[config.mk]
export PLATFORM = sky130hd
export DESIGN_NAME = sparse_row_accumulator
export DESIGN_NICKNAME = d
export VERILOG_FILES = /design/src/design/sra_pkg.sv /design/src/design/sra_table.sv /design/src/design/sra_satadd.sv /design/src/design/sparse_row_accumulator.sv
export VERILOG_INCLUDE_DIRS = /design/src /design/src/design
export SDC_FILE = /design/constraint.sdc
export NUM_CORES = 2
export LEC_CHECK = 0
export BUFFER_PORTS_ARGS = -buffer_cell sky130_fd_sc_hd__buf_2
export CORE_MARGIN = 5
export CORE_UTILIZATION = 45
export CTS_BUF_LIST = sky130_fd_sc_hd__clkbuf_4
export DETAILED_ROUTE_END_ITERATION = 8
export HOLD_SLACK_MARGIN = 0.03
export SETUP_SLACK_MARGIN = 0.02
export SLEW_MARGIN = 10
export SYNTH_ARGS = -nofsm -noshare
export SYNTH_HDL_FRONTEND = slang
export SYNTH_SLANG_ARGS = --single-unit
export TNS_END_PERCENT = 100
[constraint.sdc]
create_clock -name aclk -period 7.15 [get_ports aclk]
set_input_delay 0.715 -clock aclk [delete_from_list [all_inputs] [get_ports aclk]]
set_output_delay 0.715 -clock aclk [all_outputs]
set_load 0.01 [all_outputs]
[src/design/sparse_row_accumulator_assert.svh]
// Assertion macros for the sparse row accumulator.
`ifndef SPARSE_ROW_ACCUMULATOR_ASSERT_SVH
`define SPARSE_ROW_ACCUMULATOR_ASSERT_SVH

// Check a condition at every clock edge out of reset.
`define SRA_ASSERT_ALWAYS(label, cond) \
    label: assert property (@(posedge aclk) disable iff (!aresetn) (cond)) \
        else $error("sparse row accumulator check failed");

// Check a consequence at the clock edge that follows its trigger.
`define SRA_ASSERT_NEXT(label, pre, post) \
    label: assert property (@(posedge aclk) disable iff (!aresetn) (pre) |=> (post)) \
        else $error("sparse row accumulator check failed");

`endif

[src/design/sra_pkg.sv]
`default_nettype none
package sra_pkg;

    localparam int CAPACITY  = 32;
    localparam int IDX_W     = $clog2(CAPACITY);
    localparam int CNT_W     = $clog2(CAPACITY + 1);

    localparam int ACTION_W  = 2;
    localparam int ID_W      = 31;
    localparam int ADD_W     = 32;
    localparam int SUM_W     = 40;
    localparam int STATUS_W  = 3;
    localparam int COUNT_W   = 6;

    localparam int S_TDATA_W = 64;
    localparam int S_PAD_W   = S_TDATA_W - ID_W - ADD_W;
    localparam int M_TDATA_W = 120;
    localparam int M_PAD_W   = M_TDATA_W - ID_W - SUM_W - COUNT_W - SUM_W;
    localparam int M_TUSER_W = STATUS_W + 2;

    localparam logic [ACTION_W-1:0] ACT_ADD   = 2'd0;
    localparam logic [ACTION_W-1:0] ACT_RHS   = 2'd1;
    localparam logic [ACTION_W-1:0] ACT_CLEAR = 2'd2;
    localparam logic [ACTION_W-1:0] ACT_DUMP  = 2'd3;

    localparam logic [STATUS_W-1:0] ST_ACCUM  = 3'd0;
    localparam logic [STATUS_W-1:0] ST_INSERT = 3'd1;
    localparam logic [STATUS_W-1:0] ST_FULL   = 3'd2;
    localparam logic [STATUS_W-1:0] ST_DONE   = 3'd3;
    localparam logic [STATUS_W-1:0] ST_DUMP   = 3'd4;

    typedef struct packed {
        logic             en;
        logic [IDX_W-1:0] addr;
        logic [ID_W-1:0]  id;
        logic [SUM_W-1:0] sum;
    } tbl_wr_t;

    typedef struct packed {
        logic             en;
        logic [IDX_W-1:0] addr;
    } tbl_rd_t;

endpackage
`default_nettype wire

[src/design/sra_table.sv]
`default_nettype none
module sra_table import sra_pkg::*; (
    input  logic             aclk,
    input  tbl_wr_t          wr,
    input  tbl_rd_t          rd,
    output logic [ID_W-1:0]  rd_id_reg,
    output logic [SUM_W-1:0] rd_sum_reg
);

    logic [ID_W-1:0]  id_mem  [CAPACITY];
    logic [SUM_W-1:0] sum_mem [CAPACITY];

    always_ff @(posedge aclk) begin
        if (wr.en) begin
            id_mem[wr.addr]  <= wr.id;
            sum_mem[wr.addr] <= wr.sum;
        end
    end

    // Hold read data while no read is issued.
    always_ff @(posedge aclk) begin
        if (rd.en) begin
            rd_id_reg  <= id_mem[rd.addr];
            rd_sum_reg <= sum_mem[rd.addr];
        end
    end

endmodule
`default_nettype wire

[src/design/sra_satadd.sv]
`default_nettype none
module sra_satadd import sra_pkg::*; (
    input  logic [SUM_W-1:0] acc,
    input  logic [ADD_W-1:0] addend,
    output logic [SUM_W-1:0] sum,
    output logic             clipped
);

    logic [SUM_W:0] wide;

    always_comb begin
        wide = {acc[SUM_W-1], acc}
             + {{(SUM_W + 1 - ADD_W){addend[ADD_W-1]}}, addend};
        clipped = wide[SUM_W] != wide[SUM_W-1];
        if (!clipped) begin
            sum = wide[SUM_W-1:0];
        end else if (wide[SUM_W]) begin
            sum = {1'b1, {(SUM_W - 1){1'b0}}};
        end else begin
            sum = {1'b0, {(SUM_W - 1){1'b1}}};
        end
    end

endmodule
`default_nettype wire

[src/design/sparse_row_accumulator.sv]
// Channel  Direction  tdata                                   tuser
// s_       in         column_id, addend                       action
// m_       out        entry_id, entry_sum, entry_count,       status, entry_valid,
//                     rhs_sum                                 saturated; tlast = last
//
// An add reads the stored ids one at a time through the single registered read port,
// compares each with the column id, then updates the matching entry or appends one.
// A dump sends the stored entries, one entry a cycle while the output is not stalled.
// Reset clears the fill count and the rhs sum; the table needs no clearing pass.
// A stalled result holds in the output register; s_tready rises again once the
// result is registered, so a new request is taken while it waits.
`default_nettype none
`include "sparse_row_accumulator_assert.svh"
module sparse_row_accumulator import sra_pkg::*; (
    input  logic                 aclk,
    input  logic                 aresetn,
    input  logic                 s_tvalid,
    output logic                 s_tready,
    input  logic [S_TDATA_W-1:0] s_tdata,  // column_id[30:0], addend[62:31], zero[63]
    input  logic [ACTION_W-1:0]  s_tuser,  // action[1:0]
    output logic                 m_tvalid,
    input  logic                 m_tready,
    output logic [M_TDATA_W-1:0] m_tdata,  // entry_id[30:0], entry_sum[70:31],
                                           // entry_count[76:71], rhs_sum[116:77],
                                           // zero[119:117]
    output logic [M_TUSER_W-1:0] m_tuser,  // status[2:0], entry_valid[3], saturated[4]
    output logic                 m_tlast
);

    localparam logic [2:0] FSM_IDLE   = 3'd0;
    localparam logic [2:0] FSM_SEARCH = 3'd1;
    localparam logic [2:0] FSM_UPDATE = 3'd2;
    localparam logic [2:0] FSM_APPEND = 3'd3;
    localparam logic [2:0] FSM_RHS    = 3'd4;
    localparam logic [2:0] FSM_CLEAR  = 3'd5;
    localparam logic [2:0] FSM_DUMP   = 3'd6;

    logic [2:0]          state_reg, state_next;
    logic [CNT_W-1:0]    fill_reg, fill_next;
    logic [SUM_W-1:0]    rhs_reg, rhs_next;
    logic [CNT_W-1:0]    idx_reg, idx_next;
    logic                pend_reg, pend_next;
    logic [IDX_W-1:0]    pend_idx_reg, pend_idx_next;
    logic [ID_W-1:0]     col_reg;
    logic [ADD_W-1:0]    addend_reg;

    logic                m_valid_reg, m_valid_next;
    logic [STATUS_W-1:0] o_status_reg, o_status_next;
    logic                o_valid_reg, o_valid_next;
    logic [ID_W-1:0]     o_id_reg, o_id_next;
    logic [SUM_W-1:0]    o_sum_reg, o_sum_next;
    logic [COUNT_W-1:0]  o_count_reg, o_count_next;
    logic [SUM_W-1:0]    o_rhs_reg, o_rhs_next;
    logic                o_sat_reg, o_sat_next;
    logic                o_last_reg, o_last_next;

    logic                load;
    logic [STATUS_W-1:0] e_status;
    logic                e_valid;
    logic [ID_W-1:0]     e_id;
    logic [SUM_W-1:0]    e_sum;
    logic                e_sat;
    logic                e_last;

    logic                out_free;
    logic                accept;
    logic                emitting;
    logic                dump_last;
    logic                inserting;

    tbl_wr_t             wr;
    tbl_rd_t             rd;
    logic [ID_W-1:0]     rd_id;
    logic [SUM_W-1:0]    rd_sum;
    logic [SUM_W-1:0]    alu_acc;
    logic [SUM_W-1:0]    alu_sum;
    logic                alu_clip;

    sra_table u_table (
        .aclk       (aclk),
        .wr         (wr),
        .rd         (rd),
        .rd_id_reg  (rd_id),
        .rd_sum_reg (rd_sum)
    );

    assign alu_acc = (state_reg == FSM_RHS) ? rhs_reg : rd_sum;

    sra_satadd u_satadd (
        .acc     (alu_acc),
        .addend  (addend_reg),
        .sum     (alu_sum),
        .clipped (alu_clip)
    );

    assign s_tready  = state_reg == FSM_IDLE;
    assign accept    = s_tvalid && s_tready;
    assign out_free  = !m_valid_reg || m_tready;
    assign emitting  = pend_reg && out_free;
    assign dump_last = (CNT_W'(pend_idx_reg) + CNT_W'(1)) == fill_reg;
    assign inserting = load && e_status == ST_INSERT;

    always_comb begin
        state_next    = state_reg;
        fill_next     = fill_reg;
        rhs_next      = rhs_reg;
        idx_next      = idx_reg;
        pend_next     = pend_reg;
        pend_idx_next = pend_idx_reg;
        wr            = '0;
        rd            = '0;
        load          = 1'b0;
        e_status      = ST_DONE;
        e_valid       = 1'b0;
        e_id          = '0;
        e_sum         = '0;
        e_sat         = 1'b0;
        e_last        = 1'b1;

        case (state_reg)
            FSM_IDLE: begin
                idx_next  = '0;
                pend_next = 1'b0;
                if (s_tvalid) begin
                    case (s_tuser)
                        ACT_ADD:   state_next = FSM_SEARCH;
                        ACT_RHS:   state_next = FSM_RHS;
                        ACT_CLEAR: state_next = FSM_CLEAR;
                        default:   state_next = FSM_DUMP;
                    endcase
                end
            end
            FSM_SEARCH: begin
                if (pend_reg && rd_id == col_reg) begin
                    state_next = FSM_UPDATE;
                end else if (idx_reg < fill_reg) begin
                    rd.en         = 1'b1;
                    rd.addr       = idx_reg[IDX_W-1:0];
                    pend_next     = 1'b1;
                    pend_idx_next = idx_reg[IDX_W-1:0];
                    idx_next      = idx_reg + CNT_W'(1);
                end else begin
                    state_next = FSM_APPEND;
                end
            end
            FSM_UPDATE: begin
                if (out_free) begin
                    wr.en      = 1'b1;
                    wr.addr    = pend_idx_reg;
                    wr.id      = col_reg;
                    wr.sum     = alu_sum;
                    load       = 1'b1;
                    e_status   = ST_ACCUM;
                    e_sat      = alu_clip;
                    state_next = FSM_IDLE;
                end
            end
            FSM_APPEND: begin
                if (out_free) begin
                    load       = 1'b1;
                    state_next = FSM_IDLE;
                    if (fill_reg == CNT_W'(CAPACITY)) begin
                        e_status = ST_FULL;
                    end else begin
                        wr.en     = 1'b1;
                        wr.addr   = fill_reg[IDX_W-1:0];
                        wr.id     = col_reg;
                        wr.sum    = {{(SUM_W - ADD_W){addend_reg[ADD_W-1]}}, addend_reg};
                        fill_next = fill_reg + CNT_W'(1);
                        e_status  = ST_INSERT;
                    end
                end
            end
            FSM_RHS: begin
                if (out_free) begin
                    rhs_next   = alu_sum;
                    load       = 1'b1;
                    e_sat      = alu_clip;
                    state_next = FSM_IDLE;
                end
            end
            FSM_CLEAR: begin
                if (out_free) begin
                    fill_next  = '0;
                    rhs_next   = '0;
                    load       = 1'b1;
                    state_next = FSM_IDLE;
                end
            end
            FSM_DUMP: begin
                e_status = ST_DUMP;
                if (fill_reg == '0) begin
                    if (out_free) begin
                        load       = 1'b1;
                        state_next = FSM_IDLE;
                    end
                end else begin
                    if (emitting) begin
                        load    = 1'b1;
                        e_valid = 1'b1;
                        e_id    = rd_id;
                        e_sum   = rd_sum;
                        e_last  = dump_last;
                        if (dump_last) begin
                            state_next = FSM_IDLE;
                        end
                    end
                    if ((!pend_reg || emitting) && idx_reg < fill_reg) begin
                        rd.en         = 1'b1;
                        rd.addr       = idx_reg[IDX_W-1:0];
                        pend_next     = 1'b1;
                        pend_idx_next = idx_reg[IDX_W-1:0];
                        idx_next      = idx_reg + CNT_W'(1);
                    end else if (emitting) begin
                        pend_next = 1'b0;
                    end
                end
            end
            default: begin
                state_next = FSM_IDLE;
            end
        endcase
    end

    always_comb begin
        m_valid_next  = m_valid_reg;
        o_status_next = o_status_reg;
        o_valid_next  = o_valid_reg;
        o_id_next     = o_id_reg;
        o_sum_next    = o_sum_reg;
        o_count_next  = o_count_reg;
        o_rhs_next    = o_rhs_reg;
        o_sat_next    = o_sat_reg;
        o_last_next   = o_last_reg;
        if (load) begin
            m_valid_next  = 1'b1;
            o_status_next = e_status;
            o_valid_next  = e_valid;
            o_id_next     = e_id;
            o_sum_next    = e_sum;
            o_count_next  = COUNT_W'(fill_next);
            o_rhs_next    = rhs_next;
            o_sat_next    = e_sat;
            o_last_next   = e_last;
        end else if (m_tready) begin
            m_valid_next = 1'b0;
        end
    end

    always_ff @(posedge aclk) begin
        if (!aresetn) begin
            state_reg   <= FSM_IDLE;
            fill_reg    <= '0;
            rhs_reg     <= '0;
            idx_reg     <= '0;
            pend_reg    <= 1'b0;
            m_valid_reg <= 1'b0;
        end else begin
            state_reg   <= state_next;
            fill_reg    <= fill_next;
            rhs_reg     <= rhs_next;
            idx_reg     <= idx_next;
            pend_reg    <= pend_next;
            m_valid_reg <= m_valid_next;
        end
    end

    always_ff @(posedge aclk) begin
        if (accept) begin
            col_reg    <= s_tdata[ID_W-1:0];
            addend_reg <= s_tdata[ID_W +: ADD_W];
        end
        pend_idx_reg <= pend_idx_next;
        o_status_reg <= o_status_next;
        o_valid_reg  <= o_valid_next;
        o_id_reg     <= o_id_next;
        o_sum_reg    <= o_sum_next;
        o_count_reg  <= o_count_next;
        o_rhs_reg    <= o_rhs_next;
        o_sat_reg    <= o_sat_next;
        o_last_reg   <= o_last_next;
    end

    assign m_tvalid = m_valid_reg;
    assign m_tdata  = {{M_PAD_W{1'b0}}, o_rhs_reg, o_count_reg, o_sum_reg, o_id_reg};
    assign m_tuser  = {o_sat_reg, o_valid_reg, o_status_reg};
    assign m_tlast  = o_last_reg;

    `SRA_ASSERT_ALWAYS(a_fill_bound, fill_reg <= CNT_W'(CAPACITY))
    `SRA_ASSERT_ALWAYS(a_port_exclusive, !(wr.en && rd.en))
    `SRA_ASSERT_NEXT(a_insert_grows, inserting, fill_reg == $past(fill_reg) + CNT_W'(1))

endmodule
`default_nettype wire

==> flow_summary.yaml <==
cts:
  clk_path_buf_depth: 4
  cts.sinks: 2591
  htree_levels: 6
  cts-root-buf: "clkbuf_4"
  cts_resized: 0
  cts_tree: "built"
  clock_latency_ns: 1.45
  cts.reportedPaths.clkPinSlew_ns: 0.07
  cts_buffers: 669
routing:
  vias_per_cell: 6.07
  drcViolationCount: 0
  finalWirelength_um: 313000
  wire_per_inst_um: 28.6
  drt_first_pass_iters: 6
  num_vias: 66511
  ant_nets: 0
  first_iter_violations: 7261
sta:
  hold_violations: 0
  timing.slew.headroom_pct: 14.7
  finalCritPeriodShare_pct: 85.9
  clock_skew_ns: 0.114
  setup_viol: 0
  rsz0062_at_grt: "false"
  finalSetupTns_ns: 0
  fmax_ghz: 0.163
  post-route-min-period_ns: 6.14
  worst_slew_pin_slew_ns: 1.28
  holdWs_ns: 0.146
  drv_slew: 0
power:
  power.leakage_nw: 38.0
  p_total_mw: 32.3
  powerDensity_mw_per_mm2: 269
  switching_share_pct: 24.2
  sequentialPowerShare_pct: 53.3
  internal_power_mw: 24.5
  power_switching_mw: 7.80
  power_frac_clock_pct: 38.0
  ir_drop_uv: 181
  combPwrFrac_pct: 8.6
setup_path:
  worstSetupPathType: "reg -> reg"
  critPathLaunchType: "flop"
  worst_ep_arrival_time_ns: 7.15
  required_ns: 8.16
  cp_max_fo: 41
  critPathCaptureType: "flop"
logic_synthesis:
  yosysSeqAreaShare_pct: 73.6
  yosys_warnings: 0
  synthCells: 6736
  synthesis.area_sq_mm: 0.105
  synthFlopType: "edfxtp_1"
  ys_ff_latch: 2591
  synth.distinct_cells: 79
  synth_edf_count: 2534
  synthArstFlopShare_pct: 0
  syn_area_per_cell_sq_um: 15.6
place:
  io_buffers: 193
  hpwlAfterDp_um: 163000
  gp_congestion: 0.863
floorplan:
  rows: 177
  die-area_sq_mm: 0.243
  chipWidth_um: 493
  core_sq_mm: 0.232
  start_util_pct: 45.2
  io_pins: 198
  die-height_um: 493
final_layout:
  layout_common_cells: "edfxtp_1, clkbuf_4, mux2i_1"
  final_nets: 7586
  fin_util_pct: 51.5
  area_delta_synth_final_pct: 14.1
  drive_gt1_share_pct: 20.6
  layout_commonest_cell: "edfxtp_1"
  top_register: "u_table.sum_mem"
  largest_register_ff_count: 1280
  top_regs: "u_table.sum_mem x1280, u_table.id_mem x992"
global_routing:
  grt-ovfl-total: 0
  grt_pass1_wl_um: 449000
  grt_max_degree: 153
  antenna_found_initial: 20
  grt_pass1_vias: 66128
  grt_usage_pct: 25.1
outcome:
  status: "completed"
job:
  drv_cap: 0
hold_path:
  min_path_type: "in -> reg"
repair_timing:
| item | in CTS | in global routing |
|---|---|---|
| hold buffers | 136 | 0 |
| endpoints found under the setup margin | 0 | 0 |
| buffers inserted | 0 | 0 |
| endpoints found under the hold margin | 144 | 0 |
cells by family (layout without fill, tap and decap cells):
| group | count (synthesis) | in the layout | share of synthesized area (%) |
|---|---|---|---|
| flip-flops | 2591 | 2591 | 73.6 |
| XOR/XNOR | 73 | 73 | 0.609 |
| adder cells (fa/ha/maj) | 51 | 51 | 0.615 |
| buffers and inverters | 571 | 1731 | 2.13 |
| AND/OR/NAND/NOR | 1018 | 1018 | 4.70 |
| AO/OA/AOI/OAI | 1814 | 1814 | 12.3 |
| multiplexers | 617 | 617 | 6.05 |
| other | 1 | 17 | 0.00357 |
area by class of cell:
| class | count | area (sq um) |
|---|---|---|
| Fill cell | 19356 | 113000 |
| Sequential cell | 2591 | 77200 |
| Multi-Input combinational cell | 3576 | 25900 |
| Clock buffer | 987 | 7410 |
| Timing Repair Buffer | 532 | 4330 |
| Tap cell | 3043 | 3810 |
| Clock inverter | 117 | 606 |
| Inverter | 95 | 372 |
| Antenna cell | 14 | 35.0 |
per-layer routing:
layer	GRT usage [%]	routed length [um]	vias up
met2	41.0	149000	3385
met1	34.3	127000	33768
met3	4.70	27600	586
li1	-	-	28770
met5	0	7	-
met4	8.19	8970	2
worst max-delay path, stage by stage (launching register included):
cell,delay (ns)
dfxtp_1,0.63
nand2b_1,0.27
nor2_4,0.17
buf_12,0.24
mux2_2,0.39
ha_1,0.32
and2_1,0.20
a221oi_1,0.33
a21oi_1,0.24
o211ai_2,0.37
a21oi_2,0.15
nor3_1,0.44
mux2i_4,0.33
and2_1,0.57
a221o_1,0.94
per-stage QoR:
step | cells | worst slack [ns] | cell area, sq um
floorplan | 6738 | 0.258 | 105000
global placement | 9700 | 1.26 | 110000
detailed placement | 9700 | 1.15 | 110000
CTS | 10940 | 1.07 | 120000
global route | 10951 | 0.536 | 120000
finish | 10955 | 1.01 | 120000
Yosys cell counts (79+ instances only):
master | n | area share, %
a211oi_1 | 146 | 1.0
a21oi_1 | 273 | 1.3
a221o_1 | 102 | 0.97
a221oi_1 | 141 | 1.2
a31oi_1 | 79 | 0.47
and2_1 | 120 | 0.72
clkbuf_1 | 398 | 1.4
edfxtp_1 | 2534 | 73
inv_1 | 93 | 0.33
mux2_2 | 116 | 1.2
mux2i_1 | 499 | 4.8
nand2_1 | 364 | 1.3
nor2_1 | 193 | 0.69
nor2b_1 | 153 | 0.91
o211ai_1 | 87 | 0.62
o21ai_0 | 328 | 1.6
o22a_1 | 138 | 1.2
o22ai_1 | 140 | 0.83
power groups by stage:
stage / sequential (mW) / clock, mW / combinational (mW)
after global placement: 17.5 / 0 / 2.66
after floorplan: 17.5 / 0 / 1.78
after detailed placement: 17.5 / 0 / 2.70
final: 17.2 / 12.3 / 2.79
after CTS: 17.2 / 12.5 / 2.77
after global routing: 17.2 / 13.4 / 3.01
final timing paths:
path	endpoint	slack [ns]	startpoint	cells past startpoint
worst max-delay path	u_table.sum_mem[16][18]	1.01	state_reg[2]	14
worst min-delay path	col_reg[29]	0.15	s_tdata[29]	2
worst max register to register	u_table.sum_mem[16][18]	1.01	state_reg[2]	14
worst min register to register	rhs_reg[3]	0.48	rhs_reg[3]	2
Power figures use the tool's default switching activity.
